<file path="src/rtl/sbb_pkg.sv">
package sbb_pkg;

	// Field widths of the item and result channels.
	localparam int POS_W      = 24;
	localparam int BONE_ID_W  = 9;
	localparam int WEIGHT_W   = 8;
	localparam int BONE_IDX_W = 6;
	localparam int CNT_W      = 7;
	localparam int EXT_W      = 23;
	localparam int NUM_INFL   = 4;
	localparam int INFL_W     = 2;

	// Configuration port.
	localparam int PADDR_W = 4;
	localparam int PDATA_W = 32;

	// Defaults for the top-level parameters.
	localparam int DEF_MAX_BONES  = 64;
	localparam int DEF_INFLUENCES = 4;

	// Register reset values.
	localparam logic [CNT_W-1:0]    RST_BONE_COUNT = 7'd64;
	localparam logic [WEIGHT_W-1:0] RST_WEIGHT_THR = 8'd102;
	localparam logic [EXT_W-1:0]    RST_MIN_EXTENT = 23'd4;
	localparam logic [EXT_W-1:0]    RST_PADDING    = 23'd41;

	// Saturation limits of the Q11.12 range.
	localparam logic signed [POS_W-1:0] Q_MIN = 24'sh800000;
	localparam logic signed [POS_W-1:0] Q_MAX = 24'sh7FFFFF;

	typedef logic signed [POS_W-1:0] pos_t;

	// Register indexes (byte address divided by four).
	typedef enum logic [1:0] {
		REG_BONE_COUNT,
		REG_WEIGHT_THR,
		REG_MIN_EXTENT,
		REG_PADDING
	} sbb_reg_t;

	// Controller states.
	typedef enum logic [2:0] {
		ST_IDLE,
		ST_V_RD,
		ST_V_WR,
		ST_F_RD,
		ST_F_EVAL,
		ST_F_DONE
	} sbb_state_t;

	typedef struct packed {
		logic [CNT_W-1:0]    bone_count;
		logic [WEIGHT_W-1:0] weight_threshold;
		logic [EXT_W-1:0]    min_extent;
		logic [EXT_W-1:0]    padding;
	} sbb_cfg_t;

	// One stored bone box.
	typedef struct packed {
		pos_t lo_x;
		pos_t lo_y;
		pos_t lo_z;
		pos_t hi_x;
		pos_t hi_y;
		pos_t hi_z;
	} sbb_box_t;

	// One result item.
	typedef struct packed {
		logic                  box_valid;
		logic [BONE_IDX_W-1:0] bone_index;
		pos_t                  min_x;
		pos_t                  min_y;
		pos_t                  min_z;
		pos_t                  max_x;
		pos_t                  max_y;
		pos_t                  max_z;
		logic                  last;
	} sbb_res_t;

	// Commands from the controller to the datapath.
	typedef struct packed {
		logic in_ready;
		logic load_item;
		logic infl_clr;
		logic infl_inc;
		logic bone_clr;
		logic bone_inc;
		logic rd_vtx;
		logic rd_bone;
		logic wr_vtx;
		logic take_box;
		logic finish;
	} sbb_cmd_t;

	// Status from the datapath to the controller.
	typedef struct packed {
		logic in_valid;
		logic in_flush;
		logic infl_hit;
		logic infl_last;
		logic bone_touched;
		logic bone_last;
		logic kept;
		logic pend_valid;
		logic out_free;
	} sbb_status_t;

	// Saturate a 25-bit sum to the 24-bit range.
	function automatic pos_t sat25(input logic signed [POS_W:0] v);
		pos_t r;
		if (v[POS_W] != v[POS_W-1]) begin
			r = v[POS_W] ? Q_MIN : Q_MAX;
		end else begin
			r = v[POS_W-1:0];
		end
		return r;
	endfunction

endpackage

</file>
<file path="src/rtl/sbb_ctrl.sv">
module sbb_ctrl import sbb_pkg::*; (
	input  logic        clk,
	input  logic        arst_n,
	input  sbb_status_t status,
	output sbb_cmd_t    cmd
);

	sbb_state_t state_q, state_d;

	// State register.
	always_ff @(posedge clk or negedge arst_n) begin
		if (!arst_n) begin
			state_q <= ST_IDLE;
		end else begin
			state_q <= state_d;
		end
	end

	// Next state and commands.
	always_comb begin
		state_d = state_q;
		cmd     = '0;
		case (state_q)
			ST_IDLE: begin
				cmd.in_ready = 1'b1;
				if (status.in_valid) begin
					cmd.load_item = 1'b1;
					cmd.infl_clr  = 1'b1;
					cmd.bone_clr  = 1'b1;
					state_d       = status.in_flush ? ST_F_RD : ST_V_RD;
				end
			end
			ST_V_RD: begin
				if (status.infl_hit) begin
					cmd.rd_vtx = 1'b1;
					state_d    = ST_V_WR;
				end else if (status.infl_last) begin
					state_d = ST_IDLE;
				end else begin
					cmd.infl_inc = 1'b1;
				end
			end
			ST_V_WR: begin
				cmd.wr_vtx = 1'b1;
				if (status.infl_last) begin
					state_d = ST_IDLE;
				end else begin
					cmd.infl_inc = 1'b1;
					state_d      = ST_V_RD;
				end
			end
			ST_F_RD: begin
				if (status.bone_touched) begin
					cmd.rd_bone = 1'b1;
					state_d     = ST_F_EVAL;
				end else if (status.bone_last) begin
					state_d = ST_F_DONE;
				end else begin
					cmd.bone_inc = 1'b1;
				end
			end
			ST_F_EVAL: begin
				// A kept box pushes the pending one out; wait for a free slot.
				if (!(status.kept && status.pend_valid && !status.out_free)) begin
					cmd.take_box = status.kept;
					if (status.bone_last) begin
						state_d = ST_F_DONE;
					end else begin
						cmd.bone_inc = 1'b1;
						state_d      = ST_F_RD;
					end
				end
			end
			ST_F_DONE: begin
				if (status.out_free) begin
					cmd.finish = 1'b1;
					state_d    = ST_IDLE;
				end
			end
			default: begin
				state_d = ST_IDLE;
			end
		endcase
	end

endmodule

</file>
<file path="config.mk">
export PLATFORM = sky130hd
export DESIGN_NAME = sbb_ctrl
export DESIGN_NICKNAME = d
export VERILOG_FILES = /design/src/rtl/sbb_pkg.sv /design/src/rtl/sbb_ctrl.sv
export SDC_FILE = /design/constraint.sdc
export NUM_CORES = 1
export LEC_CHECK = 0
export BUFFER_PORTS_ARGS = -buffer_cell sky130_fd_sc_hd__buf_2
export CAP_MARGIN = 10
export CELL_PAD_IN_SITES_DETAIL_PLACEMENT = 1
export CELL_PAD_IN_SITES_GLOBAL_PLACEMENT = 2
export CORE_MARGIN = 1.5
export CORE_UTILIZATION = 20
export DETAILED_ROUTE_END_ITERATION = 8
export MAX_ROUTING_LAYER = met4
export PLACE_DENSITY_LB_ADDON = 0.25
export SLEW_MARGIN = 20
export SYNTH_ARGS = -nofsm -noshare
export SYNTH_HDL_FRONTEND = slang
export SYNTH_SLANG_ARGS = --single-unit
</file>
<file path="constraint.sdc">
create_clock -name clk -period 1.7 [get_ports clk]
set_input_delay 0.34 -clock clk [delete_from_list [all_inputs] [get_ports clk]]
set_output_delay 0.34 -clock clk [all_outputs]
set_load 0.02 [all_outputs]
</file>
# ---- Word-level counts from Yosys, hierarchy flattened
# Cells that the tools add are included.
dict set report totals {
  regBits 3
  out_inout_bits 11
}
dict set report op_classes {
  eq_ne 10
  muxes 31
  n_reduce_logical 5
}
# cell count
set ops {}
lappend ops {{$mux W3} 9}
lappend ops {{$pmux W3 S6} 1}
lappend ops {{$mux W1} 17}
lappend ops {{$eq A3 B2 Y1 const B} 2}
lappend ops {{$eq A3 B3 Y1 const B} 2}
lappend ops {{$ne A2 B2 Y1 const B} 3}
lappend ops {{$ne A3 B3 Y1 const B} 2}
lappend ops {{$reduce_and A5 Y1} 1}
lappend ops {{$mux W2} 2}
lappend ops {{$pmux W1 S2} 2}
lappend ops {{$eq A3 B1 Y1 const B} 1}
lappend ops {{$logic_not A3 Y1} 1}
lappend ops {{$logic_and A1 B1 Y1} 2}
lappend ops {{$logic_not A1 Y1} 1}

# ---- Depth between registers and ports, before layout
# Gate-level depths: netlist (run 1).
dict set report depth {
  word_depth 4
  ltp_mapped 4
  ltp_nobuf 3
}

# ---- Least setup slack after synthesis (run 1)
# Ideal clock, no wire load.
dict set report synth_timing {
  path_kind {register to output}
  startpoint {reg state_q[0]}
  endpoint {out cmd[8] in the netlist's numbering}
  arrival_ps 1579
  t_required_ps 1360
  path_slack_ps -219
  stages_incl_launch_ff 5
  path_cell_list {dfrtp_1 buf_6 nor3_1 and2_1 buf_4}
}
# item line
set synth_lines {}
lappend synth_lines {{start: declaration} sbb_ctrl.sv:8} ;# sbb_state_t state_q, state_d;
lappend synth_lines {{start signal: assignment} sbb_ctrl.sv:15} ;# state_q <= state_d;
lappend synth_lines {{end: declaration} sbb_ctrl.sv:5} ;# output sbb_cmd_t cmd

==> flow_summary.yaml, run 1 <==
outcome:
  status: "complete, but fails checks"
  violations: "negative setup slack"
synthesis:
  synth-edff-count: 0
  syn_avg_cell_area_um2: 8.06
  ys_seq_elements: 3
  yosysUniqueCellTypes: 27
  synth_top_cell_by_area: "dfrtp_1"
  synth_seq_area_share: 0.207
  syn_nets: 56
  synth_cells: 45
  synthFlopType: "dfrtp_1"
  synthArstFlopShare: 1.00
  synth_area_leaders: "dfrtp_1 (21%), buf_6 (6.2%), nor3_1 (5.5%)"
  yosysTopAreaCellShare: 0.207
  ys_warn_count: 0
  syn_area_um2: 363
worst_setup_path:
  crit_cells: 4
  worst-r2r-setup-slack_ns: 0.18
  rr_endpoint: "state_q[1]"
  crit_chain: "or2b_4, o21a_1, nor3_2, buf_4"
  crit_required_ns: 1.36
  path_delay_family: "flip-flops"
  critical_path.startpoint_type: "flop"
  crit_type: "reg -> out"
  slowest_delay_ns: 0.43
  crit_path_top_delay_cell: "dfrtp_2"
  worst_r2r_startpoint: "state_q[0]"
  cp-end-kind: "output pin"
  cp_max_fo: 7
  endpoint: "cmd[7]"
  cp.buffers_inverters: 1
  worstSetupStartpoint: "state_q[0]"
  crit_arrival_ns: 1.41
  rr_worst_depth: 4
die:
  die_h_um: 45.6
  die_w_um: 45.6
  start_util: 0.212
  core-area_mm2: 0.00171
  die-area_mm2: 0.00208
  rows: 15
  ios: 22
sta:
  slew_headroom: 0.765
  fin_crit_ns: 1.75
  setup_ws_ns: -0.0546
  period_share: 1.03
  setup_viol: 2
  worstMarginPinSlew_ns: 0.349
  grt_setup_unrepaired: "yes"
  fin_skew_ns: 0.00658
  hold_violations: 0
  fmax_mhz: 570
  drv_slew: 0
placement:
  numPortBuffers: 21
  dp_slack_ns: 0.0807
  place_inst: 92
  gp_congestion: 0.715
  dp_hpwl_um: 857
detailed_routing:
  vias: 433
  viasPerCell: 4.33
  drt_pre_antenna_iters: 4
  drcViolationCount: 0
  wl_um: 1120
  drtIter0Drc: 1
  ant_nets: 0
  wl_per_cell_um: 11.2
worst_hold_path:
  hp-class: "in -> async"
clocking:
  cts_tree: "yes"
  cts_buffer_depth: 2
  cts.reportedPaths.clkPinSlew_ns: 0.04
  clock_latency_ns: 0.24
  clkSinkCount: 3
  htreeDepth: 1
  cts_made_buffers: 3
  clk_root_buffer_cell: "clkbuf_4"
layout:
  n_antenna_cell: 0
  fin_cells: 100
  reg_top3: "state_q (3)"
  top_register: "state_q"
  drive_above_1_share: 0.613
  syn_to_final_growth_pct: 72.1
  nets: 87
  largest_reg_flops: 3
flow_run:
  max_cap_violations: 0
global_route:
  antenna_found_initial: 0
  grt_pass1_wl_um: 1800
  groute.usage.overall: 0.124
  grt_pass1_vias: 428
  grt_max_degree: 8
  gr-total-overflow: 0
power_and_ir_drop:
  power_leakage_uw: 0.000316
  vdd_drop_max_uv: 428
  powerDensity_mw_per_mm2: 1600
[layout make-up]
type                    count  area, µm²
clock buffers               4       26.3
fillers                   217       1080
inverters                   4       15.0
multi-input cells          33        277
flip-flops and latches      3       77.6
well taps                  25       31.3
repair buffers             31        198
[placed cells by master, fill, tap and decap left out, types with 2 or more instances in the layout]
cell type / instances
a21o_1: 2
a21oi_1: 2
buf_2: 15
buf_4: 15
clkbuf_4: 3
dfrtp_2: 2
inv_1: 4
nand2b_1: 2
nor2_1: 3
nor3_2: 2
o21a_1: 2
[what timing repair did]
item | 4_1_cts | 5_1_grt
resized for setup | 8 | 8
setup buffers | 2 | 1
pin swaps | 0 | 1
setup endpoints to repair | 6 | 7
hold endpoints to repair | 3 | 0
hold buffers | 1 | 0
[cell usage after synthesis, types with 2 or more instances]
cell type / instances
a21o_1: 2
a21oi_1: 2
buf_4: 2
buf_6: 2
dfrtp_1: 3
inv_1: 4
nand2b_1: 3
nor2_1: 3
nor3_1: 4
o21a_1: 2
o21ai_0: 2
[through the flow]
stage | utilization | instance area (µm²) | hold WS (ns) | setup TNS [ns] | total power, µW
global route | 0.366 | 624 | 0.436 | -0.382 | 1090
finish | 0.366 | 624 | 0.426 | -0.0733 | 1000
CTS | 0.341 | 583 | 0.430 | -0.0524 | 927
detailed placement | 0.300 | 513 | 0.137 | 0 | 735
floorplan | - | 374 | 0.0444 | -0.0135 | 598
global placement | 0.300 | 513 | 0.137 | 0 | 737
[cells by family after synthesis]
| family | count (synthesis) | synth area share |
|---|---|---|
| AO/OA/AOI/OAI | 14 | 0.317 |
| buffers and inverters | 9 | 0.159 |
| flip-flops | 3 | 0.207 |
| AND/OR/NAND/NOR | 19 | 0.317 |
[power by group]
group          internal (µW)  leakage (µW)  switching [µW]
clock network           88.1     0.0000150            40.2
registers                108     0.0000354            54.1
logic                    365      0.000266             345
total                    562      0.000316             440
[worst min path at each step]
stage / start / to / slack, ns / cells past startpoint
global placement: arst_n / state_q[1] / 0.14 / 1
CTS: arst_n / state_q[0] / 0.43 / 2
floorplan: arst_n / state_q[0] / 0.04 / 0
global route: arst_n / state_q[0] / 0.44 / 2
detailed placement: arst_n / state_q[0] / 0.14 / 1
finish: arst_n / state_q[0] / 0.43 / 2
[worst register-to-register path, stage by stage, from the launching register on]
cell and delay [ns]:
dfrtp_2 0.45, buf_4 0.18, or4_4 0.53, o41ai_2 0.08
o31ai_1 0.14
[per-layer routing]
metal  share of wire  GRT usage  vias to the layer above  routed length (µm)
met1            0.45      0.160                      194                 506
met4               0     0.0353                        0                   0
met2            0.47      0.177                       19                 524
met3           0.083     0.0476                        0                  93
li1                -          -                      220                   -
met5               0          -                        -                   0
No activity file was read; power rests on OpenSTA's default activity.
==> run 2, diff against run 1 <==
Settings changed: CAP_MARGIN 10 to unset, PLACE_DENSITY_LB_ADDON 0.25 to 0.1.
==> run 2 against run 1 <==
Compared with the run above: the run still ends with negative setup slack left; fmax down 0.74%; highest routed layer is now met4; largest power group unchanged; cell area shrank 4.4%; sequential share of layout area rose by 0.57 points; largest cell class unchanged; clock power hardly changed; first-iteration DRC count grew to 3.0 times the previous value; worst setup slack got worse by 0.013 ns; critical endpoint is now cmd[5]; worst hold slack improved by 0.024 ns; global-route usage up 0.70 points; core utilization fell by 1.6 points.
==> flow_summary.yaml, run 2 (same netlist as run 1, synthesis figures left out) <==
sta:
  grt_setup_unrepaired: "yes"
  slew_headroom: 0.754
  setup_viol: 2
  setup_ws_ns: -0.0677
  drv_slew: 0
  period_share: 1.04
  fin_crit_ns: 1.77
  hold_violations: 0
  worstMarginPinSlew_ns: 0.364
  fin_skew_ns: 0.00566
  fmax_mhz: 566
layout:
  final_common_cell: "buf_2"
  fin_cells: 97
  largest_reg_flops: 3
  fillers: 225
  reg_top3: "state_q (3)"
  multi_input_area_um2: 267
  final_cell_mix: "buf_2 (16), buf_4 (9), inv_1 (4)"
  drive_above_1_share: 0.597
  seqCellArea_um2: 77.6
  nets: 84
  syn_to_final_growth_pct: 64.5
  n_antenna_cell: 0
  top_register: "state_q"
  fin_area_um2: 597
clocking:
  clock_latency_ns: 0.23
  cts.reportedPaths.clkPinSlew_ns: 0.04
  cts_tree: "yes"
  clkSinkCount: 3
  htreeDepth: 1
  cts_buffer_depth: 2
  clk_root_buffer_cell: "clkbuf_4"
  cts_made_buffers: 3
worst_setup_path:
  slowest_delay_ns: 0.41
  cp-end-kind: "output pin"
  cp_max_fo: 4
  critical_path.startpoint_type: "flop"
  cp.buffers_inverters: 1
  crit_type: "reg -> out"
  rr_endpoint: "state_q[0]"
  crit_required_ns: 1.36
  crit_arrival_ns: 1.43
  crit_chain: "nand3b_1, or3_4, o21ai_2, buf_6"
  path_delay_family: "simple AND/OR/NAND/NOR gates"
  worst_r2r_startpoint: "state_q[1]"
  crit_path_top_delay_cell: "dfrtp_1"
  rr_worst_depth: 4
  worst-r2r-setup-slack_ns: 0.19
power_and_ir_drop:
  swShare: 0.454
  vdd_drop_max_uv: 515
  power_leakage_uw: 0.000301
  power_frac_clock: 0.130
  combPwrFrac: 0.702
  p_switching_uw: 438
  powerDensity_mw_per_mm2: 1620
  power_frac_seq: 0.168
  internal-power_uw: 528
global_route:
  gr-total-overflow: 0
  grt_pass1_wl_um: 1840
  groute.usage.overall: 0.131
  grt_pass1_vias: 416
  antenna_found_initial: 0
  grt_max_degree: 9
placement:
  dp_hpwl_um: 894
  place_area_um2: 505
  gp_congestion: 0.824
  place_inst: 91
  numPortBuffers: 21
die:
  start_util: 0.212
  die-area_mm2: 0.00208
  die_w_um: 45.6
  core-area_mm2: 0.00171
  ios: 22
  rows: 15
  die_h_um: 45.6
detailed_routing:
  wl_per_cell_um: 12.2
  vias: 425
  drt_pre_antenna_iters: 3
  wl_um: 1180
  ant_nets: 0
  viasPerCell: 4.38
  drcViolationCount: 0
  drtIter0Drc: 3
outcome:
  status: "complete, but fails checks"
  violations: "negative setup slack"
flow_run:
  max_cap_violations: 0
worst_hold_path:
  hp-class: "in -> async"
-- run 2: power by group through the flow --
stage	Combinational, µW	Clock, µW	Sequential, µW
2_1_floorplan	482	0	116
3_3_place_gp	598	0	145
3_5_place_dp	590	0	150
4_1_cts	613	128	153
5_1_grt	738	131	168
6_report	678	125	162
-- run 2: repair_timing --
item | CTS | global route
gates resized for setup | 3 | 13
hold buffers | 1 | 0
endpoints found under the setup margin | 2 | 6
hold endpoints to repair | 3 | 0
buffers inserted | 1 | 0
pin swaps | 0 | 1
-- run 2: area by class of cell --
type / count / share of cell area
Inverter: 4 / 0.0252
Clock buffer: 4 / 0.0440
Tap cell: 25 / 0.0524
Multi-Input combinational cell: 33 / 0.447
Sequential cell: 3 / 0.130
Timing Repair Buffer: 28 / 0.302
-- run 2: worst max-delay path by stage --
stage                           from     end  slack [ns]  depth (start not counted)
final                     state_q[2]  cmd[5]       -0.07                          4
after global routing      state_q[2]  cmd[5]       -0.11                          4
after CTS                 state_q[0]  cmd[7]       -0.07                          4
after detailed placement  state_q[0]  cmd[5]        0.14                          4
after global placement    state_q[0]  cmd[5]        0.08                          4
after floorplan           state_q[2]  cmd[5]       -0.01                          4
-- run 2: stage by stage --
step	power, µW	hold slack, ns	TNS [ns]	utilization	worst slack, ns
after floorplan	598	0.0444	-0.0135	-	-0.0135
after global placement	743	0.137	0	0.296	0.0794
after detailed placement	740	0.136	0	0.296	0.140
after CTS	893	0.424	-0.144	0.327	-0.0742
after global routing	1040	0.451	-0.234	0.349	-0.108
final	966	0.450	-0.106	0.349	-0.0677
-- run 2: layer usage --
layer / up-vias / share of wire / global-route usage / wire length, µm
met5: - / 0 / - / 0
met4: 0 / 0.0068 / 0.0706 / 8
met3: 2 / 0.047 / 0.0238 / 56
met2: 17 / 0.51 / 0.217 / 605
met1: 193 / 0.43 / 0.146 / 508
li1: 213 / - / - / -
