--- config.mk ---
export PLATFORM = sky130hd
export DESIGN_NAME = sbb_cfg
export DESIGN_NICKNAME = d
export VERILOG_FILES = /design/src/rtl/sbb_pkg.sv /design/src/rtl/sbb_cfg.sv
export SDC_FILE = /design/constraint.sdc
export NUM_CORES = 1
export LEC_CHECK = 0
export ABC_AREA = 1
export BUFFER_PORTS_ARGS = -buffer_cell sky130_fd_sc_hd__buf_4
export CAP_MARGIN = 30
export CORE_MARGIN = 3
export CORE_UTILIZATION = 46
export CTS_BUF_LIST = sky130_fd_sc_hd__clkbuf_16
export DETAILED_ROUTE_END_ITERATION = 8
export GPL_TIMING_DRIVEN = 0
export PLACE_DENSITY_LB_ADDON = 0.08
export SLEW_MARGIN = 5
export SYNTH_ARGS = -nofsm -noshare
export SYNTH_HDL_FRONTEND = slang
export SYNTH_SLANG_ARGS = --single-unit
--- constraint.sdc ---
create_clock -name clk -period 0.8 [get_ports clk]
set_input_delay 0.04 -clock clk [delete_from_list [all_inputs] [get_ports clk]]
set_output_delay 0.04 -clock clk [all_outputs]
set_load 0.02 [all_outputs]
--- src/rtl/sbb_pkg.sv ---
package sbb_pkg;

	// Field widths of the item and result channels.
	localparam int POS_W      = 24;
	localparam int BONE_ID_W  = 9;
	localparam int WEIGHT_W   = 8;
	localparam int BONE_IDX_W = 6;
	localparam int CNT_W      = 7;
	localparam int EXT_W      = 23;
	localparam int NUM_INFL   = 4;
	localparam int INFL_W     = 2;

	// Configuration port.
	localparam int PADDR_W = 4;
	localparam int PDATA_W = 32;

	// Defaults for the top-level parameters.
	localparam int DEF_MAX_BONES  = 64;
	localparam int DEF_INFLUENCES = 4;

	// Register reset values.
	localparam logic [CNT_W-1:0]    RST_BONE_COUNT = 7'd64;
	localparam logic [WEIGHT_W-1:0] RST_WEIGHT_THR = 8'd102;
	localparam logic [EXT_W-1:0]    RST_MIN_EXTENT = 23'd4;
	localparam logic [EXT_W-1:0]    RST_PADDING    = 23'd41;

	// Saturation limits of the Q11.12 range.
	localparam logic signed [POS_W-1:0] Q_MIN = 24'sh800000;
	localparam logic signed [POS_W-1:0] Q_MAX = 24'sh7FFFFF;

	typedef logic signed [POS_W-1:0] pos_t;

	// Register indexes (byte address divided by four).
	typedef enum logic [1:0] {
		REG_BONE_COUNT,
		REG_WEIGHT_THR,
		REG_MIN_EXTENT,
		REG_PADDING
	} sbb_reg_t;

	// Controller states.
	typedef enum logic [2:0] {
		ST_IDLE,
		ST_V_RD,
		ST_V_WR,
		ST_F_RD,
		ST_F_EVAL,
		ST_F_DONE
	} sbb_state_t;

	typedef struct packed {
		logic [CNT_W-1:0]    bone_count;
		logic [WEIGHT_W-1:0] weight_threshold;
		logic [EXT_W-1:0]    min_extent;
		logic [EXT_W-1:0]    padding;
	} sbb_cfg_t;

	// One stored bone box.
	typedef struct packed {
		pos_t lo_x;
		pos_t lo_y;
		pos_t lo_z;
		pos_t hi_x;
		pos_t hi_y;
		pos_t hi_z;
	} sbb_box_t;

	// One result item.
	typedef struct packed {
		logic                  box_valid;
		logic [BONE_IDX_W-1:0] bone_index;
		pos_t                  min_x;
		pos_t                  min_y;
		pos_t                  min_z;
		pos_t                  max_x;
		pos_t                  max_y;
		pos_t                  max_z;
		logic                  last;
	} sbb_res_t;

	// Commands from the controller to the datapath.
	typedef struct packed {
		logic in_ready;
		logic load_item;
		logic infl_clr;
		logic infl_inc;
		logic bone_clr;
		logic bone_inc;
		logic rd_vtx;
		logic rd_bone;
		logic wr_vtx;
		logic take_box;
		logic finish;
	} sbb_cmd_t;

	// Status from the datapath to the controller.
	typedef struct packed {
		logic in_valid;
		logic in_flush;
		logic infl_hit;
		logic infl_last;
		logic bone_touched;
		logic bone_last;
		logic kept;
		logic pend_valid;
		logic out_free;
	} sbb_status_t;

	// Saturate a 25-bit sum to the 24-bit range.
	function automatic pos_t sat25(input logic signed [POS_W:0] v);
		pos_t r;
		if (v[POS_W] != v[POS_W-1]) begin
			r = v[POS_W] ? Q_MIN : Q_MAX;
		end else begin
			r = v[POS_W-1:0];
		end
		return r;
	endfunction

endpackage

--- src/rtl/sbb_cfg.sv ---
module sbb_cfg import sbb_pkg::*; (
	input  logic               clk,
	input  logic               arst_n,
	input  logic               psel,
	input  logic               penable,
	input  logic               pwrite,
	input  logic [PADDR_W-1:0] paddr,
	input  logic [PDATA_W-1:0] pwdata,
	output logic [PDATA_W-1:0] prdata,
	output logic               pready,
	output sbb_cfg_t           cfg
);

	sbb_cfg_t cfg_q;
	sbb_reg_t reg_idx;
	logic     wr_en;

	assign reg_idx = sbb_reg_t'(paddr[3:2]);
	assign wr_en   = psel && penable && pwrite;
	assign pready  = 1'b1;
	assign cfg     = cfg_q;

	// Register file, written in the access phase.
	always_ff @(posedge clk or negedge arst_n) begin
		if (!arst_n) begin
			cfg_q.bone_count       <= RST_BONE_COUNT;
			cfg_q.weight_threshold <= RST_WEIGHT_THR;
			cfg_q.min_extent       <= RST_MIN_EXTENT;
			cfg_q.padding          <= RST_PADDING;
		end else if (wr_en) begin
			case (reg_idx)
				REG_BONE_COUNT: cfg_q.bone_count       <= pwdata[CNT_W-1:0];
				REG_WEIGHT_THR: cfg_q.weight_threshold <= pwdata[WEIGHT_W-1:0];
				REG_MIN_EXTENT: cfg_q.min_extent       <= pwdata[EXT_W-1:0];
				REG_PADDING:    cfg_q.padding          <= pwdata[EXT_W-1:0];
				default: ;
			endcase
		end
	end

	// Read-back mux.
	always_comb begin
		case (reg_idx)
			REG_BONE_COUNT: prdata = PDATA_W'(cfg_q.bone_count);
			REG_WEIGHT_THR: prdata = PDATA_W'(cfg_q.weight_threshold);
			REG_MIN_EXTENT: prdata = PDATA_W'(cfg_q.min_extent);
			REG_PADDING:    prdata = PDATA_W'(cfg_q.padding);
			default:        prdata = '0;
		endcase
	end

endmodule

# After elaboration in Yosys (flattened, before gate mapping)
# Cells that the tools add are included.
[totals]
ff_bits = 61
word_cells = 15
input_bits = 41
out_inout_bits = 94
[classes]
n_mux = 1
n_reduce_logical = 7
eq_ne = 3
[op_table]
columns = ["operator", "count"]
rows = [
  ["$pmux 32 s4", 1],
  ["$reduce_and 2->1", 4],
  ["$eq 2x2->1 const B", 2],
  ["$eq 2x1->1 const B", 1],
  ["$logic_and 1x1->1", 2],
  ["$logic_not 2->1", 1],
]

# Logic depth before layout (Yosys ltp)
# Gate-level depths: netlist (run 1).
[depth]
word_depth = 3
ltp_mapped = 8
mapped_depth_nobuf = 6

# Worst setup path before layout (run 1)
# No wires, ideal clock.
[synth_timing]
kind = "flip-flop to output port"
start = "reg cfg_q (netlist bit cfg[47])"
end = "out prdata[1]"
setup_slack_ps = -114
arrival_ps = 874
path_buffers = 0
stages_incl_launch_ff = 3
t_required_ps = 760
cell_sequence = "dfstp_2 -> nand3_1 -> nand4_1"
[synth_between]
elab_chain_len = 1
[synth_lines]
columns = ["element", "line_no", "rtl"]
rows = [
  ["start, declared", "sbb_cfg.sv:14", "sbb_cfg_t cfg_q;"],
  ["$pmux 32 s4", "sbb_cfg.sv:43", "case (reg_idx)"],
  ["end, declared", "sbb_cfg.sv:9", "output logic [PDATA_W-1:0] prdata,"],
]
# No other way between the ends. The select of a mux whose other input is x is not followed.

# Final worst setup path (run 1)
[layout_timing]
start = "reg cfg_q (netlist bit cfg[51])"
end = "out prdata[5]"
# The elaborated chain is that of the path after synthesis.

==> impl_summary.log, run 1 <==
[metrics] global-route wire length before repair: 15800 µm
[metrics] number of flip-flops in the largest register: 61
[metrics] global placer's final weighted congestion: 0.850
[metrics] number of primary I/O pins: 135
[metrics] path depth of the worst reg2reg path: 5
[metrics] worst path buffer plus inverter count: 1
[metrics] vertical extent of the die: 86.2 µm
[metrics] pre-CTS setup slack: -0.258 ns
[metrics] largest net degree at the start of global routing: 62
[metrics] post-route DRC violation count: 0
[metrics] GRT Residual Overflow: 0
[metrics] number of clock sinks: 61
[metrics] Worst path max stage delay: 0.54 ns
[metrics] setup repair after global routing missed its margin: yes
[metrics] fraction of the yosys area taken by sequential cells: 0.520
[metrics] type of element capturing the critical path: primary output
[metrics] Power Dens Cells: 2500 mW/mm²
[metrics] core region area: 0.00606 mm²
[metrics] number of register bits inferred by synthesis: 61
[metrics] core occupancy in the finished layout: 0.876
[metrics] Max Clock Skew: 0 ns
[metrics] failing checks: negative hold slack, negative setup slack
[metrics] Cell Area, Synth: 0.00296 mm²
[metrics] Synth-to-Final Area Change: 79.6%
[metrics] hold bufs inserted after CTS: 23
[metrics] crit path cell chain: nand3_2 > nand4_1 > buf_6
[metrics] hold slack: -0.214 ns
[metrics] Hold WC Path Type: in -> async
[metrics] Arr. time, crit path: 1.20 ns
[metrics] overall via count from detail_route: 3442
[metrics] number of antenna violations at the first check in global routing: 0
[metrics] row cnt: 28
[metrics] length of the first detailed-routing pass in iterations: 5
[metrics] CP delay by family, top: flip-flops
[metrics] vias in the first global route: 3226
[metrics] worst setup path class: reg -> out
[metrics] Worst VDD drop: 1640 µV
[metrics] total power of the final layout: 13.2 mW
[metrics] WL/cell: 17.0 µm
[metrics] worst flop-to-flop path endpoint: cfg[51]
[metrics] number of instances in the synthesized netlist: 376
[metrics] number of port buffers: 111
[metrics] level count of the clock H-tree: 3
[metrics] Iter 0 DRT Violations: 269
[metrics] all-layer global routing usage: 0.277
[metrics] Filler Cell Count: 323
[metrics] count of final setup violators: 95
[metrics] Required @ worst endpoint: 0.76 ns
[metrics] Max transition margin: 0.494
[metrics] pins over their slew limit: 0
[metrics] Max Fanout on Critical Path: 2
[metrics] number of hold violations in the final report: 52
[metrics] Tightest Pin Transition: 0.759 ns
[metrics] fin worst setup slack: -0.435 ns
[metrics] total CTS buffers: 9
[metrics] number of violations of the max-capacitance limit: 0
[metrics] CTS root buffer: sky130_fd_sc_hd__clkbuf_16
[metrics] syn_area_per_cell: 7.86 µm²
[metrics] number of nets still failing antenna checks after routing: 0
[metrics] count of different cell masters after synthesis: 18
[metrics] Achievable Freq: 810 MHz
[metrics] maximum count of clock buffers along a single path: 2
[metrics] final HPWL from detailed placement: 6050 µm
[metrics] TritonCTS clock tree: yes
[metrics] final-stage net count: 619
[metrics] fraction of final layout cells with drive strength greater than 1: 0.424
[metrics] final critical delay including setup and external delays: 1.24 ns
[metrics] Register-to-Register Setup Slack: -0.19 ns
[metrics] Clock Latency Late Sink: 0.32 ns
[metrics] startpoint type of the worst setup path: register
[metrics] overall die width: 86.2 µm
[metrics] clock transition time at the flip-flop clock pins of the worst setup and hold paths: 0.05 ns
[metrics] detail-routed via count per cell: 5.22
[metrics] starting utilization of the core area: 0.488
[metrics] Crit-path slowest cell: sky130_fd_sc_hd__dfstp_2
[metrics] yosys synthesis warning count: 0
[metrics] share of the clock period used by the worst path after layout: 1.54
[metrics] wire length reported by the detailed router: 11200 µm
[metrics] result of the run: finished, violations left
[metrics] Die Footprint: 0.00743 mm²
[metrics] Lkg Pwr: 2.86 nW
[metrics] worst r2r src: cfg[51]
==> report_power, final <==
part	internal, mW	total [mW]	switching, mW
clock	2.02	3.30	1.28
combinational	2.89	5.47	2.58
sequential	3.80	4.48	0.673
==> stage by stage <==
stage / instances / cell area [µm²] / setup TNS [ns]
after floorplan: 384 / 3010 / -0.477
final: 659 / 5310 / -19.35
after global placement: 570 / 3940 / -11.37
after CTS: 632 / 4940 / -16.05
after detailed placement: 570 / 3940 / -12.39
after global routing: 658 / 5310 / -21.51
==> metal layers <==
| layer | part of all wire | wire [µm] | up-vias | global-route usage |
|---|---|---|---|---|
| met3 | 0.10 | 1130 | 34 | 0.0665 |
| li1 | - | - | 1545 | - |
| met1 | 0.36 | 4070 | 1643 | 0.346 |
| met4 | 0.024 | 272 | 0 | 0.112 |
| met2 | 0.51 | 5740 | 220 | 0.462 |
| met5 | 0 | 0 | - | 0 |
==> cells in the final DEF (no fill, tap or decap), drive strengths merged <==
cell type	synthesis	final
clkinv	0	3
inv	6	10
dfrtp	52	52
diode	0	1
dfstp	9	9
dlygate4sd3	0	23
conb	2	10
nand2	247	247
nand4	7	7
nor2	6	6
buf	24	183
clkbuf	0	10
nand3	23	23
==> area by class of cell <==
class                      count  area (µm²)  area share
buffer                        24         209      0.0394
inverter                       6        35.0     0.00660
multi-input combinational    293        1300       0.245
antenna                        1        2.50    0.000471
timing repair buffer         183        1870       0.353
sequential                    61        1540       0.291
tap                           75        93.8      0.0177
clock buffer                   9         225      0.0424
clock inverter                 7        27.5     0.00519
==> cell families after synthesis <==
family	after synthesis	share of synthesized area
other	2	0.00254
and+or+nand+nor	283	0.398
buffers and inverters	30	0.0796
DFF	61	0.520
==> cells in the mapped netlist <==
library cell              count  area share
sky130_fd_sc_hd__buf_2        3      0.0051
sky130_fd_sc_hd__buf_4       13       0.033
sky130_fd_sc_hd__buf_6        8       0.030
sky130_fd_sc_hd__conb_1       2      0.0025
sky130_fd_sc_hd__dfrtp_1     52        0.44
sky130_fd_sc_hd__dfstp_2      9       0.080
sky130_fd_sc_hd__inv_1        2      0.0025
sky130_fd_sc_hd__inv_2        1      0.0013
sky130_fd_sc_hd__inv_4        2      0.0042
sky130_fd_sc_hd__inv_6        1      0.0030
sky130_fd_sc_hd__nand2_1    242        0.31
sky130_fd_sc_hd__nand2_2      2      0.0042
sky130_fd_sc_hd__nand2_4      3       0.011
sky130_fd_sc_hd__nand3_1     22       0.037
sky130_fd_sc_hd__nand3_2      1      0.0034
sky130_fd_sc_hd__nand4_1      7       0.015
sky130_fd_sc_hd__nor2_2       2      0.0042
sky130_fd_sc_hd__nor2_4       4       0.015
==> repair_timing <==
action,in CTS,in global routing
hold endpoints to repair,113,52
pin swaps,33,25
setup endpoints to repair,84,98
setup buffers,23,30
gates resized for setup,90,53
==> worst max path at each step <==
stage | from | cells past startpoint | end
final | cfg[51] | 3 | prdata[5]
after global routing | cfg[51] | 3 | prdata[5]
after CTS | cfg[0] | 3 | prdata[0]
after detailed placement | pwrite | 6 | cfg[50]
after global placement | psel | 6 | cfg[50]
after floorplan | cfg[25] | 2 | prdata[2]
Power figures use the tool's default switching activity.
==> run 2, diff against run 1 <==
Settings changed: CELL_PAD_IN_SITES_DETAIL_PLACEMENT set to 0, CELL_PAD_IN_SITES_GLOBAL_PLACEMENT set to 1, CORE_UTILIZATION 46 to 33, SLEW_MARGIN 5 to 20.
==> run 2 against run 1 <==
- the flow still finishes with violations (negative hold slack, negative setup slack)
- global-route usage down 7.2 points
- sequential cell count unchanged
- count of clock-buffer cells in the layout unchanged
- sequential share of layout area decreased by 0.77 points
- critical path depth unchanged
- setup slack worse by 0.0051 ns
- clock power is 14% higher
==> impl_summary.log, run 2 (synthesis results as in run 1) <==
[metrics] Filler Cell Count: 733
[metrics] Die Footprint: 0.0101 mm²
[metrics] clock transition time at the flip-flop clock pins of the worst setup and hold paths: 0.05 ns
[metrics] hold slack: -0.207 ns
[metrics] vias in the first global route: 3142
[metrics] overall via count from detail_route: 3161
[metrics] Post-Route Setup TNS: -18.63 ns
[metrics] worst setup path class: reg -> out
[metrics] row cnt: 33
[metrics] number of primary I/O pins: 135
[metrics] core occupancy in the finished layout: 0.644
[metrics] post-route DRC violation count: 0
[metrics] Worst VDD drop: 1200 µV
[metrics] Achievable Freq: 806 MHz
[metrics] Tightest Pin Transition: 0.795 ns
[metrics] fraction of final layout cells with drive strength greater than 1: 0.440
[metrics] detail-routed via count per cell: 4.54
[metrics] overall die width: 101 µm
[metrics] global-route wire length before repair: 15900 µm
[metrics] share of the clock period used by the worst path after layout: 1.55
[metrics] fin worst setup slack: -0.440 ns
[metrics] Clock Latency Late Sink: 0.32 ns
[metrics] maximum count of clock buffers along a single path: 2
[metrics] number of violations of the max-capacitance limit: 0
[metrics] core region area: 0.00846 mm²
[metrics] type of element capturing the critical path: primary output
[metrics] largest net degree at the start of global routing: 62
[metrics] total power of the final layout: 13.7 mW
[metrics] Hold WC Path Type: in -> async
[metrics] failing checks: negative hold slack, negative setup slack
[metrics] Synth-to-Final Area Change: 84.4%
[metrics] total CTS buffers: 9
[metrics] Max Fanout on Critical Path: 2
[metrics] final critical delay including setup and external delays: 1.24 ns
[metrics] Max Clock Skew: 0 ns
[metrics] Iter 0 DRT Violations: 97
[metrics] leading cell type in the layout, fill and taps excluded: sky130_fd_sc_hd__nand2_1
[metrics] result of the run: finished, violations left
[metrics] pins over their slew limit: 0
[metrics] starting utilization of the core area: 0.349
[metrics] number of clock sinks: 61
[metrics] all-layer global routing usage: 0.204
[metrics] number of antenna violations at the first check in global routing: 0
[metrics] length of the first detailed-routing pass in iterations: 4
[metrics] count of final setup violators: 96
[metrics] TritonCTS clock tree: yes
[metrics] number of port buffers: 111
[metrics] setup repair after global routing missed its margin: yes
[metrics] most used cells in the layout excluding fill and tap cells: sky130_fd_sc_hd__nand2_1 (226), sky130_fd_sc_hd__buf_6 (127), sky130_fd_sc_hd__buf_4 (63), sky130_fd_sc_hd__dfrtp_1 (48), sky130_fd_sc_hd__dlygate4sd3_1 (23)
[metrics] Required @ worst endpoint: 0.76 ns
[metrics] final-stage net count: 627
[metrics] number of nets still failing antenna checks after routing: 0
[metrics] wire length reported by the detailed router: 10300 µm
[metrics] Max transition margin: 0.470
[metrics] level count of the clock H-tree: 3
[metrics] final HPWL from detailed placement: 6520 µm
[metrics] Power Dens Cells: 2510 mW/mm²
[metrics] number of hold violations in the final report: 52
[metrics] Arr. time, crit path: 1.20 ns
[metrics] global placer's final weighted congestion: 0.756
[metrics] Cell Count Post-Placement: 600
[metrics] vertical extent of the die: 101 µm
[metrics] total inserted antenna cells: 0
[metrics] number of flip-flops in the largest register: 61
[metrics] WL/cell: 14.7 µm
[metrics] Lkg Pwr: 2.90 nW
[metrics] number of standard cells in the final layout excluding fillers: 696
[metrics] hold bufs inserted after CTS: 23
[metrics] startpoint type of the worst setup path: register
[metrics] GRT Residual Overflow: 0
[metrics] CTS root buffer: sky130_fd_sc_hd__clkbuf_16
==> run 2: cell count changes in the layout (fill, tap and decap cells not counted), sizes merged <==
cell | previous run | this run
buf | 183 | 192
inv | 10 | 6
clkinvlp | 0 | 2
bufinv | 0 | 1
clkbuf | 10 | 9
clkinv | 3 | 4
diode | 1 | 0
==> run 2: area by class of cell <==
cell class | instances | area [µm²] | area share
buffer | 24 | 209 | 0.0383
clock buffer | 9 | 225 | 0.0413
clock inverter | 7 | 66.3 | 0.0122
inverter | 6 | 35.0 | 0.00642
multi-input combinational | 293 | 1310 | 0.240
sequential | 61 | 1540 | 0.283
tap | 105 | 131 | 0.0241
timing repair buffer | 191 | 1930 | 0.355
==> run 2: critical path, stage by stage (launching register included) <==
cell	delay, ns
sky130_fd_sc_hd__dfstp_2	0.54
sky130_fd_sc_hd__nand3_2	0.06
sky130_fd_sc_hd__nand4_1	0.12
sky130_fd_sc_hd__buf_4	0.16
==> run 2: metal layers <==
layer  GRT usage  wire, µm
met3      0.0471       693
met2       0.335      5000
met1       0.262      4370
met4      0.0777       191
met5           0         0
==> run 2: power by group <==
part | leakage, nW | internal [mW] | switching (mW)
clock | 0.136 | 2.38 | 1.38
combinational | 2.02 | 3.00 | 2.48
sequential | 0.750 | 3.80 | 0.637
==> run 2: what timing repair did <==
item                                    in CTS  in global routing
hold endpoints to repair                   113                 52
gates resized for setup                     90                 54
pin swaps                                   34                 25
endpoints found under the setup margin      84                 96
setup buffers                               24                 35
==> run 2: path summary, 6_finish.rpt <==
kind / from / cells after the start / to / slack, ns
max: cfg[25] / 3 / prdata[2] / -0.44
min: arst_n / 1 / cfg[59] / -0.21
max reg2reg: cfg[21] / 5 / cfg[21] / -0.16
min reg2reg: cfg[28] / 2 / cfg[28] / 0.52
max in group asynchronous: arst_n / 1 / cfg[4] / 0.44
min in group clk: paddr[3] / 5 / cfg[0] / 0.10
==> run 2: metrics by stage <==
stage,instance area (µm²),setup WS [ns]
floorplan,3010,-0.0923
global placement,3980,-0.254
detailed placement,3980,-0.258
CTS,5020,-0.433
global route,5450,-0.461
finish,5450,-0.440
==> run 3, diff against run 2 <==
Settings changed: CORE_ASPECT_RATIO set to 1.2.
==> run 3 against run 2 <==
- the flow still finishes with violations (negative hold slack, negative setup slack)
- register-to-register slack better by 0.05 ns
- highest routed layer unchanged
- largest cell class unchanged
- critical path depth is the same
- wire length is 0.46% lower
- final cell count rose by 1.7%
- non-clock buffer count did not move
- design area increased by 1.2%
- critical path type unchanged
- clock skew unchanged
- utilization fell by 0.68 points
- largest power group unchanged
- sequential share of layout area down 0.33 points
==> impl_summary.log, run 3 (synthesis results as in run 1) <==
[metrics] result of the run: finished, violations left
[metrics] failing checks: negative hold slack, negative setup slack
[metrics] worst flop-to-flop path endpoint: cfg[5]
[metrics] number of standard cells in the final layout excluding fillers: 708
[metrics] Tightest Pin Transition: 0.805 ns
[metrics] Hold WC Path Type: in -> async
[metrics] wire length reported by the detailed router: 10200 µm
[metrics] pins over their slew limit: 0
[metrics] number of port buffers: 111
[metrics] row cnt: 37
[metrics] Achievable Freq: 824 MHz
[metrics] hold slack: -0.208 ns
[metrics] Synth-to-Final Area Change: 86.6%
[metrics] Worst VDD drop: 1510 µV
[metrics] fraction of final layout cells with drive strength greater than 1: 0.440
[metrics] number of hold violations in the final report: 52
[metrics] level count of the clock H-tree: 3
[metrics] core occupancy in the finished layout: 0.637
[metrics] path depth of the worst reg2reg path: 4
[metrics] starting utilization of the core area: 0.342
[metrics] Power Dens Cells: 2540 mW/mm²
[metrics] worst r2r src: cfg[5]
[metrics] area of all placed cells without fillers: 0.00552 mm²
[metrics] number of clock sinks: 61
[metrics] clock transition time at the flip-flop clock pins of the worst setup and hold paths: 0.05 ns
[metrics] overall die width: 92.4 µm
[metrics] total power of the final layout: 14.0 mW
[metrics] number of flip-flops in the largest register: 61
[metrics] Max Fanout on Critical Path: 2
[metrics] all-layer global routing usage: 0.200
[metrics] total CTS buffers: 9
[metrics] fin worst setup slack: -0.413 ns
[metrics] largest net degree at the start of global routing: 62
[metrics] total inserted antenna cells: 0
[metrics] global placer's final weighted congestion: 0.769
[metrics] Clock Latency Late Sink: 0.32 ns
[metrics] Arr. time, crit path: 1.17 ns
[metrics] final HPWL from detailed placement: 6360 µm
[metrics] CTS root buffer: sky130_fd_sc_hd__clkbuf_16
[metrics] GRT Residual Overflow: 0
[metrics] number of nets still failing antenna checks after routing: 0
[metrics] final critical delay including setup and external delays: 1.21 ns
[metrics] vias in the first global route: 2993
[metrics] Max transition margin: 0.463
[metrics] Iter 0 DRT Violations: 151
[metrics] Lkg Pwr: 2.93 nW
[metrics] share of the clock period used by the worst path after layout: 1.52
[metrics] pre-CTS setup slack: -0.280 ns
[metrics] number of violations of the max-capacitance limit: 0
[metrics] maximum count of clock buffers along a single path: 2
[metrics] overall via count from detail_route: 3144
[metrics] Register-to-Register Setup Slack: -0.11 ns
[metrics] count of final setup violators: 98
[metrics] hold bufs inserted after CTS: 23
[metrics] detail-routed via count per cell: 4.44
[metrics] length of the first detailed-routing pass in iterations: 4
[metrics] worst setup path class: reg -> out
[metrics] WL/cell: 14.4 µm
[metrics] core region area: 0.00866 mm²
[metrics] type of element capturing the critical path: primary output
[metrics] setup repair after global routing missed its margin: yes
[metrics] number of primary I/O pins: 135
[metrics] Required @ worst endpoint: 0.76 ns
[metrics] Die Footprint: 0.0101 mm²
[metrics] number of antenna violations at the first check in global routing: 0
[metrics] Cell Count Post-Placement: 612
[metrics] most used cells in the layout excluding fill and tap cells: sky130_fd_sc_hd__nand2_1 (222), sky130_fd_sc_hd__buf_6 (136), sky130_fd_sc_hd__buf_4 (53), sky130_fd_sc_hd__dfrtp_1 (48), sky130_fd_sc_hd__dlygate4sd3_1 (23)
[metrics] Max Clock Skew: 0 ns
[metrics] TritonCTS clock tree: yes
[metrics] global-route wire length before repair: 15600 µm
[metrics] Post-Route Setup TNS: -18.44 ns
[metrics] final-stage net count: 627
[metrics] Placed Area: 0.00399 mm²
[metrics] startpoint type of the worst setup path: register
[metrics] vertical extent of the die: 110 µm
[metrics] post-route DRC violation count: 0
[metrics] leading cell type in the layout, fill and taps excluded: sky130_fd_sc_hd__nand2_1
run 3: cell type report:
class / count / area (µm²)
fillers: 779 / 3140
repair buffers: 191 / 1970
flip-flops and latches: 61 / 1540
multi-input cells: 293 / 1310
clock buffers: 9 / 225
plain buffers: 24 / 205
well taps: 117 / 146
clock inverters: 7 / 82.6
inverters: 6 / 35.0
run 3: worst max-delay path by stage:
stage,cells after the start,from,end,slack (ns)
3_3_place_gp,6,paddr[3],cfg[50],-0.24
3_5_place_dp,7,paddr[3],cfg[50],-0.28
2_1_floorplan,2,cfg[25],prdata[2],-0.09
4_1_cts,3,cfg[0],prdata[0],-0.40
5_1_grt,3,cfg[3],prdata[3],-0.46
6_report,3,cfg[3],prdata[3],-0.41
run 3: timing repair:
action,in CTS,in global routing
buffers inserted,27,33
endpoints found under the setup margin,84,101
endpoints found under the hold margin,113,52
gates resized for setup,92,63
pin swaps,40,28
gates cloned,0,0
run 3: layer usage:
| metal | up-vias | part of all wire | wire, µm | GRT usage |
|---|---|---|---|---|
| met5 | - | 0 | 0 | 0 |
| met4 | 0 | 0.0070 | 71 | 0.0510 |
| met3 | 5 | 0.057 | 586 | 0.0452 |
| met2 | 100 | 0.51 | 5230 | 0.351 |
| met1 | 1475 | 0.42 | 4320 | 0.250 |
| li1 | 1564 | - | - | - |
run 3: power breakdown:
| group | internal (mW) | total (mW) | leakage, nW | switching [mW] |
|---|---|---|---|---|
| clock network | 2.68 | 4.02 | 0.153 | 1.34 |
| logic | 3.07 | 5.57 | 2.02 | 2.50 |
| registers | 3.80 | 4.43 | 0.750 | 0.628 |
| total | 9.55 | 14.0 | 2.93 | 4.47 |
run 3: critical path: stages (launching register included):
cell                      delay (ns)
sky130_fd_sc_hd__dfstp_2        0.55
sky130_fd_sc_hd__nand3_2        0.06
sky130_fd_sc_hd__nand4_1        0.11
sky130_fd_sc_hd__buf_6          0.14
